==> src/rtl/lsr_pkg.sv <==
// Shared types and constants of the line segment rasterizer
`default_nettype none

package lsr_pkg;

  // Default coordinate width and fixed color width
  localparam int COORD_BITS_DEF = 6;
  localparam int COLOR_W        = 24;

  // Commands from controller to datapath
  typedef struct packed {
    logic load;  // capture endpoints and color
    logic init;  // order endpoints and set up the stepping registers
    logic step;  // emit the current pixel and advance
  } dp_cmd_t;

  // Status from datapath to controller
  typedef struct packed {
    logic last;  // the current pixel is the final one of the segment
  } dp_stat_t;

endpackage

`default_nettype wire

==> src/rtl/lsr_ctrl.sv <==
// Controller state machine of the line segment rasterizer
`default_nettype none

module lsr_ctrl (
  input  wire logic              clk,
  input  wire logic              rst_n,
  input  wire logic              start,
  output logic                   busy,
  output lsr_pkg::dp_cmd_t       cmd,
  input  wire lsr_pkg::dp_stat_t stat
);

  typedef enum logic [2:0] {
    S_IDLE  = 3'b001,
    S_SETUP = 3'b010,
    S_RUN   = 3'b100
  } state_t;

  state_t state_r;
  state_t state_nxt;

  // Sequence: capture, set up, then one pixel per cycle until the last
  always_comb begin
    state_nxt = state_r;
    case (state_r)
      S_IDLE: begin
        if (start) state_nxt = S_SETUP;
      end
      S_SETUP: begin
        state_nxt = S_RUN;
      end
      S_RUN: begin
        if (stat.last) state_nxt = S_IDLE;
      end
      default: begin
        state_nxt = S_IDLE;
      end
    endcase
  end

  always_ff @(posedge clk) begin
    if (!rst_n) begin
      state_r <= S_IDLE;
    end else begin
      state_r <= state_nxt;
    end
  end

  // Drive datapath commands and the busy flag
  always_comb begin
    busy     = (state_r != S_IDLE);
    cmd.load = (state_r == S_IDLE) && start;
    cmd.init = (state_r == S_SETUP);
    cmd.step = (state_r == S_RUN);
  end

endmodule

`default_nettype wire

==> src/rtl/lsr_dpath.sv <==
// Datapath of the line segment rasterizer: endpoint ordering and error stepping
`default_nettype none

module lsr_dpath #(
  parameter int COORD_BITS = lsr_pkg::COORD_BITS_DEF
) (
  input  wire logic                       clk,
  input  wire logic                       rst_n,
  input  wire lsr_pkg::dp_cmd_t           cmd,
  output lsr_pkg::dp_stat_t               stat,
  input  wire logic [COORD_BITS-1:0]      in_start_x,
  input  wire logic [COORD_BITS-1:0]      in_start_y,
  input  wire logic [COORD_BITS-1:0]      in_end_x,
  input  wire logic [COORD_BITS-1:0]      in_end_y,
  input  wire logic [lsr_pkg::COLOR_W-1:0] in_pixel_color,
  output logic                            out_valid,
  output logic [COORD_BITS-1:0]           out_pixel_x,
  output logic [COORD_BITS-1:0]           out_pixel_y,
  output logic [lsr_pkg::COLOR_W-1:0]     out_color,
  output logic                            out_last_pixel
);

  localparam int W = COORD_BITS;
  localparam int E = COORD_BITS + 3;  // error term, signed

  // Captured transaction
  logic [W-1:0]                ax_r, ay_r, bx_r, by_r;
  logic [lsr_pkg::COLOR_W-1:0] color_r;

  // Stepping state
  logic [W-1:0]        major_r, minor_r, cnt_r;
  logic signed [E-1:0] err_r, inc_r;
  logic [W:0]          mod_r;
  logic                steep_r;

  // Output registers
  logic                        out_valid_r;
  logic [W-1:0]                out_x_r, out_y_r;
  logic [lsr_pkg::COLOR_W-1:0] out_color_r;
  logic                        out_last_r;

  // Setup logic
  logic                swap;
  logic [W-1:0]        p0x, p0y, p1x, p1y;
  logic [W-1:0]        dx, ady;
  logic signed [W:0]   dy_s;
  logic                dy_neg, shallow;
  logic signed [E-1:0] inc2dx;
  logic [W-1:0]        major_init, minor_init, cnt_init;
  logic signed [E-1:0] err_init, inc_init;
  logic [W:0]          mod_init;

  // Step logic
  logic signed [E-1:0] sum, mod_s;
  logic signed [E-1:0] err_nxt;
  logic [W-1:0]        minor_nxt;

  // Order endpoints so x ascends, then y ascends on equal x
  always_comb begin
    swap   = (bx_r < ax_r) || ((bx_r == ax_r) && (by_r < ay_r));
    p0x    = swap ? bx_r : ax_r;
    p0y    = swap ? by_r : ay_r;
    p1x    = swap ? ax_r : bx_r;
    p1y    = swap ? ay_r : by_r;
    dx     = p1x - p0x;
    dy_s   = $signed({1'b0, p1y}) - $signed({1'b0, p0y});
    dy_neg = dy_s[W];
    ady    = dy_neg ? W'(-dy_s) : dy_s[W-1:0];
    shallow = (dx > ady);
    inc2dx = $signed({2'b00, dx, 1'b0});
    if (shallow) begin
      // x is the major axis; error counts dy against modulus dx (floor)
      major_init = p0x;
      minor_init = p0y;
      cnt_init   = dx;
      mod_init   = {1'b0, dx};
      inc_init   = {{2{dy_s[W]}}, dy_s};
      err_init   = '0;
    end else begin
      // y ascends; error counts 2dx against 2|dy|, offset by half (round up)
      major_init = dy_neg ? p1y : p0y;
      minor_init = dy_neg ? p1x : p0x;
      cnt_init   = ady;
      mod_init   = {ady, 1'b0};
      inc_init   = dy_neg ? -inc2dx : inc2dx;
      err_init   = $signed({3'b000, ady});
    end
  end

  // Advance the error term by one correction at most
  always_comb begin
    mod_s     = $signed({2'b00, mod_r});
    sum       = err_r + inc_r;
    err_nxt   = sum;
    minor_nxt = minor_r;
    if (sum >= mod_s) begin
      err_nxt   = sum - mod_s;
      minor_nxt = minor_r + 1'b1;
    end else if (sum < 0) begin
      err_nxt   = sum + mod_s;
      minor_nxt = minor_r - 1'b1;
    end
  end

  // Capture the transaction
  always_ff @(posedge clk) begin
    if (cmd.load) begin
      ax_r    <= in_start_x;
      ay_r    <= in_start_y;
      bx_r    <= in_end_x;
      by_r    <= in_end_y;
      color_r <= in_pixel_color;
    end
  end

  // Load or advance the stepping registers
  always_ff @(posedge clk) begin
    if (cmd.init) begin
      major_r <= major_init;
      minor_r <= minor_init;
      cnt_r   <= cnt_init;
      err_r   <= err_init;
      inc_r   <= inc_init;
      mod_r   <= mod_init;
      steep_r <= !shallow;
    end else if (cmd.step) begin
      major_r <= major_r + 1'b1;
      minor_r <= minor_nxt;
      cnt_r   <= cnt_r - 1'b1;
      err_r   <= err_nxt;
    end
  end

  // Register the emitted pixel
  always_ff @(posedge clk) begin
    if (!rst_n) begin
      out_valid_r <= 1'b0;
    end else begin
      out_valid_r <= cmd.step;
    end
  end

  always_ff @(posedge clk) begin
    if (cmd.step) begin
      out_x_r     <= steep_r ? minor_r : major_r;
      out_y_r     <= steep_r ? major_r : minor_r;
      out_color_r <= color_r;
      out_last_r  <= (cnt_r == '0);
    end
  end

  assign stat.last      = (cnt_r == '0);
  assign out_valid      = out_valid_r;
  assign out_pixel_x    = out_x_r;
  assign out_pixel_y    = out_y_r;
  assign out_color      = out_color_r;
  assign out_last_pixel = out_last_r;

endmodule

`default_nettype wire

==> src/rtl/line_segment_rasterizer.sv <==
// Top level of the line segment rasterizer
//
// Usage:
//   Drive the two endpoints and the color on the in_ ports and raise start.
//   A transaction is taken at the rising edge where start is high and busy
//   is low. The segment is then emitted one pixel per cycle on the out_
//   ports; out_valid marks each pixel for exactly one cycle and
//   out_last_pixel marks the final one. The receiver cannot stall.
// Sequence:
//   After the accepting edge the controller passes through a setup state,
//   then steps the first pixel into the output register of the out_ ports.
//   A segment has N pixels, N = max(|dx|,|dy|) + 1; busy stays high through
//   setup and the stepping of all N pixels, and a new transaction is taken
//   only once busy has dropped again.
//   The rate is set by the stepping unit, which produces one pixel per cycle.
// Reset:
//   Synchronous, active low rst_n returns the controller to idle and clears
//   out_valid; a segment in progress is dropped.
`default_nettype none

module line_segment_rasterizer #(
  parameter int COORD_BITS = lsr_pkg::COORD_BITS_DEF
) (
  input  wire logic                        clk,
  input  wire logic                        rst_n,
  input  wire logic                        start,
  output logic                             busy,
  input  wire logic [COORD_BITS-1:0]       in_start_x,
  input  wire logic [COORD_BITS-1:0]       in_start_y,
  input  wire logic [COORD_BITS-1:0]       in_end_x,
  input  wire logic [COORD_BITS-1:0]       in_end_y,
  input  wire logic [lsr_pkg::COLOR_W-1:0] in_pixel_color,
  output logic                             out_valid,
  output logic [COORD_BITS-1:0]            out_pixel_x,
  output logic [COORD_BITS-1:0]            out_pixel_y,
  output logic [lsr_pkg::COLOR_W-1:0]      out_color,
  output logic                             out_last_pixel
);

  lsr_pkg::dp_cmd_t  cmd;
  lsr_pkg::dp_stat_t stat;

  // Sequence the transaction
  lsr_ctrl u_ctrl (
    .clk   (clk),
    .rst_n (rst_n),
    .start (start),
    .busy  (busy),
    .cmd   (cmd),
    .stat  (stat)
  );

  // Compute the pixels
  lsr_dpath #(
    .COORD_BITS (COORD_BITS)
  ) u_dpath (
    .clk            (clk),
    .rst_n          (rst_n),
    .cmd            (cmd),
    .stat           (stat),
    .in_start_x     (in_start_x),
    .in_start_y     (in_start_y),
    .in_end_x       (in_end_x),
    .in_end_y       (in_end_y),
    .in_pixel_color (in_pixel_color),
    .out_valid      (out_valid),
    .out_pixel_x    (out_pixel_x),
    .out_pixel_y    (out_pixel_y),
    .out_color      (out_color),
    .out_last_pixel (out_last_pixel)
  );

endmodule

`default_nettype wire

==> config.mk <==
export PLATFORM = sky130hd
export DESIGN_NAME = line_segment_rasterizer
export DESIGN_NICKNAME = d
export VERILOG_FILES = /design/src/rtl/lsr_pkg.sv /design/src/rtl/lsr_ctrl.sv /design/src/rtl/lsr_dpath.sv /design/src/rtl/line_segment_rasterizer.sv
export SDC_FILE = /design/constraint.sdc
export NUM_CORES = 1
export LEC_CHECK = 0
export ABC_AREA = 1
export BUFFER_PORTS_ARGS = -buffer_cell sky130_fd_sc_hd__buf_2
export CORE_MARGIN = 3
export CORE_UTILIZATION = 55
export CTS_BUF_LIST = sky130_fd_sc_hd__clkbuf_8
export DETAILED_ROUTE_END_ITERATION = 7
export PLACE_DENSITY_LB_ADDON = 0.05
export REMOVE_ABC_BUFFERS = 1
export SLEW_MARGIN = 20
export SYNTH_ARGS = -nofsm -noshare
export SYNTH_HDL_FRONTEND = slang
export SYNTH_HIERARCHICAL = 1
export SYNTH_SLANG_ARGS = --single-unit
==> constraint.sdc <==
create_clock -name clk -period 4.7 [get_ports clk]
set_input_delay 0.47 -clock clk [delete_from_list [all_inputs] [get_ports clk]]
set_output_delay 0.47 -clock clk [all_outputs]
set_load 0.01 [all_outputs]
==> impl_metrics.toml <==
[status]
status = "completed"

[drt]
dr.pass1.iters = 7
vias = 5955
drt_iter0_drc = 332
routedWlPerCell_microns = 15.2
vias_per_cell = 5.34
final_antenna_net_count = 0
routed_wl_mm = 17.0
drc = 0

[power]
p_clk_share_pct = 23.8
p_int_mw = 2.64
power.switching_mw = 1.68
pwr-share-comb_pct = 41.9
vdd_drop_max_uv = 365
switching_share_pct = 38.9
seq_power_share_pct = 34.3
cellPowerDensity_mw_per_mm2 = 476
p_leak_nw = 4.01

[timing]
finalMaxSlewViolations = 0
skew_ps = 12.1
period_minus_slack_ps = 4340
finalHoldViolCount = 0
min_period_over_period_pct = 92.3
setup_tns_ps = 0
slew_headroom_pct = 32.8
max_freq_mhz = 230
finalSetupViolCount = 0
tightest_slew_ps = 1010

[critical_path]
cp_max_fo = 11
r2r-start = "u_dpath/inc_r[0]"
endpoint_kind = "register"
required_ps = 4900
cp.arrival_ps = 4540
reg2regPathDepth = 24
path_class = "register to register"
rr_endpoint = "u_dpath/minor_r[5]"
critPathLaunchType = "register"
r2r_setup_slack_ps = 360

[synth]
synth_top_area_share_pct = 50.0
yosysWarnings = 6
ys_types = 44
syn_inst = 817
synth_edf_count = 129
netlist_area_sq_mm = 0.00775
avgSynthCellArea_sq_um = 9.49
yosysTopAreaCell = "edfxtp_1"
synthTopCellsByArea = "edfxtp_1, nand2_1, ha_1"
synth_ff_type = "edfxtp_1"
ys_ff_latch = 133
ys_seq_area_share_pct = 51.0
async_flop_share_pct = 0

[floorplanning]
rows = 42
dieArea_sq_mm = 0.0156
die_h_microns = 125
coreArea_sq_mm = 0.0135
die_x_microns = 125
io_pins = 90
start_util_pct = 57.4

[global_route]
overflow = 0
grt_antenna_before_repair = 0
grt_pass1_vias = 6041
grt_pass1_wl_mm = 28.4
grt_max_degree = 53
gr-usage-all-layers_pct = 22.4

[clocking]
root_buffer = "clkbuf_8"
cts_buffer_depth = 2
clkTransAtPathRegs_ps = 80
cts_sinks = 133
htreeDepth = 4
clock_latency_ps = 450
ctsHoldBuffers = 0
cts_buffers = 17
cts_tree = "yes"

[worst_hold_path]
hold_depth = 1
holdPathEnd = "u_dpath/by_r[2]"
hp-start = "in_end_y[2]"
hp-class = "input port to register"

[placement]
portBuffers = 89
hpwl_mm = 12.7
place.gp.congestion = 0.962
place_inst = 1075
placed_cell_area_sq_mm = 0.00841

[run]
cap_viol_max_count = 0

[cells_and_area]
antenna_cells = 0
drive_gt1_share_pct = 23.6
fin_area_sq_mm = 0.00907
final_cells = 1116
syn_to_final_growth_pct = 17.0
finalNetCount = 1033
layout by cell type (no fill, tap or decap), types with 5 or more instances in the layout:
cell type	instances
xor2_1	14
ha_1	40
nand2_2	14
ha_2	5
inv_1	111
xnor2_1	5
o211ai_1	11
nand3_1	39
buf_2	89
xor2_2	5
buf_4	21
o21ai_2	13
o22ai_1	6
clkbuf_8	17
ha_4	6
a21oi_1	41
o21ai_1	20
or2_2	5
edfxtp_1	129
o21ai_0	47
nor2_1	35
o21bai_1	9
inv_2	11
nand2_1	178
nor3_1	8
nand4_1	5
sequential cells by signal, summed over array words and instances (netlist names), 7 cells and up:
name,cells
u_dpath/color_r,24
u_dpath/err_r,9
u_dpath/mod_r,7
u_dpath/out_color,24
u_dpath/inc_r,9
power by group through the flow:
stage / Combinational, mW / Sequential (mW) / Clock [mW]
after global routing: 2.02 / 1.49 / 1.11
after CTS: 1.73 / 1.48 / 1.05
final: 1.81 / 1.48 / 1.03
after detailed placement: 1.72 / 1.51 / 0
after global placement: 1.70 / 1.50 / 0
after floorplan: 1.19 / 1.50 / 0
synthesized netlist by cell type (all sizes together) (6+ instances only):
cell,count
buf,10
edfxtp,129
ha,51
xnor2,6
o211ai,11
nor2,39
a21oi,44
inv,122
xor2,19
nor3,9
clkbuf,11
o22ai,6
o21ai,80
or2,7
nand3,45
nand2,194
o21bai,10
critical path, cell delays in order, from the launching register on:
cell      delay (ps)
edfxtp_1         350
ha_1             170
inv_1             60
fa_2             380
xnor2_2          180
ha_2             390
inv_1             90
o21bai_2         180
nand3_1          130
nand2_1          110
a21oi_1           60
o21ai_0          140
inv_1             80
nand4_1          160
nand2_4          120
buf_4            210
ha_1             320
inv_1             60
nor2_1            40
o21ai_0          150
nand2_1           90
xor2_1           150
or2_2            290
nand3_1           70
o21ai_0          110
final cells by class:
cell class | instances | area, sq um
Tap cell | 176 | 220
Fill cell | 1054 | 4440
Sequential cell | 133 | 3950
Multi-Input combinational cell | 539 | 3360
Clock inverter | 15 | 196
Clock buffer | 17 | 234
Inverter | 124 | 465
Timing Repair Buffer | 112 | 643
kinds of logic after synthesis:
group | after synthesis | synth area share (%)
compound gates | 157 | 11.7
buf+inv | 145 | 7.76
simple gates | 302 | 17.1
flops | 133 | 51.0
fa+ha+maj | 55 | 9.26
xor+xnor | 25 | 3.21
layer usage:
| layer | track usage (%) | vias to the layer above | wire (microns) |
|---|---|---|---|
| met2 | 38.3 | 175 | 8510 |
| li1 | - | 2966 | - |
| met3 | 4.16 | 38 | 716 |
| met5 | 0 | - | 0 |
| met4 | 10.3 | 0 | 542 |
| met1 | 27.4 | 2776 | 7250 |
how the worst max path moves through the flow:
stage                               to  slack (ps)             start
floorplan             u_dpath/cnt_r[1]        -350   u_dpath/ax_r[2]
global placement    u_dpath/minor_r[5]           2  u_dpath/inc_r[0]
detailed placement  u_dpath/minor_r[5]         -80  u_dpath/inc_r[0]
CTS                 u_dpath/minor_r[5]          20  u_dpath/inc_r[0]
global route        u_dpath/minor_r[0]         -20   u_dpath/ay_r[4]
finish              u_dpath/minor_r[5]         360  u_dpath/inc_r[0]
through the flow:
step | util, % | setup WS [ps] | power [mW] | hold slack, ps
5_1_grt | 67.1 | -21.9 | 4.62 | 157
6_report | 67.1 | 360 | 4.32 | 192
4_1_cts | 65.5 | 15.6 | 4.26 | 159
2_1_floorplan | - | -355 | 2.69 | 400
3_3_place_gp | 62.3 | 2.27 | 3.21 | 400
3_5_place_dp | 62.3 | -75.3 | 3.23 | 405
repair_timing:
action | 4_1_cts | 5_1_grt
setup buffers | 0 | 9
pin swaps | 0 | 6
setup endpoints to repair | 1 | 28
resized for setup | 1 | 36
No activity file was read; power rests on OpenSTA's default activity.
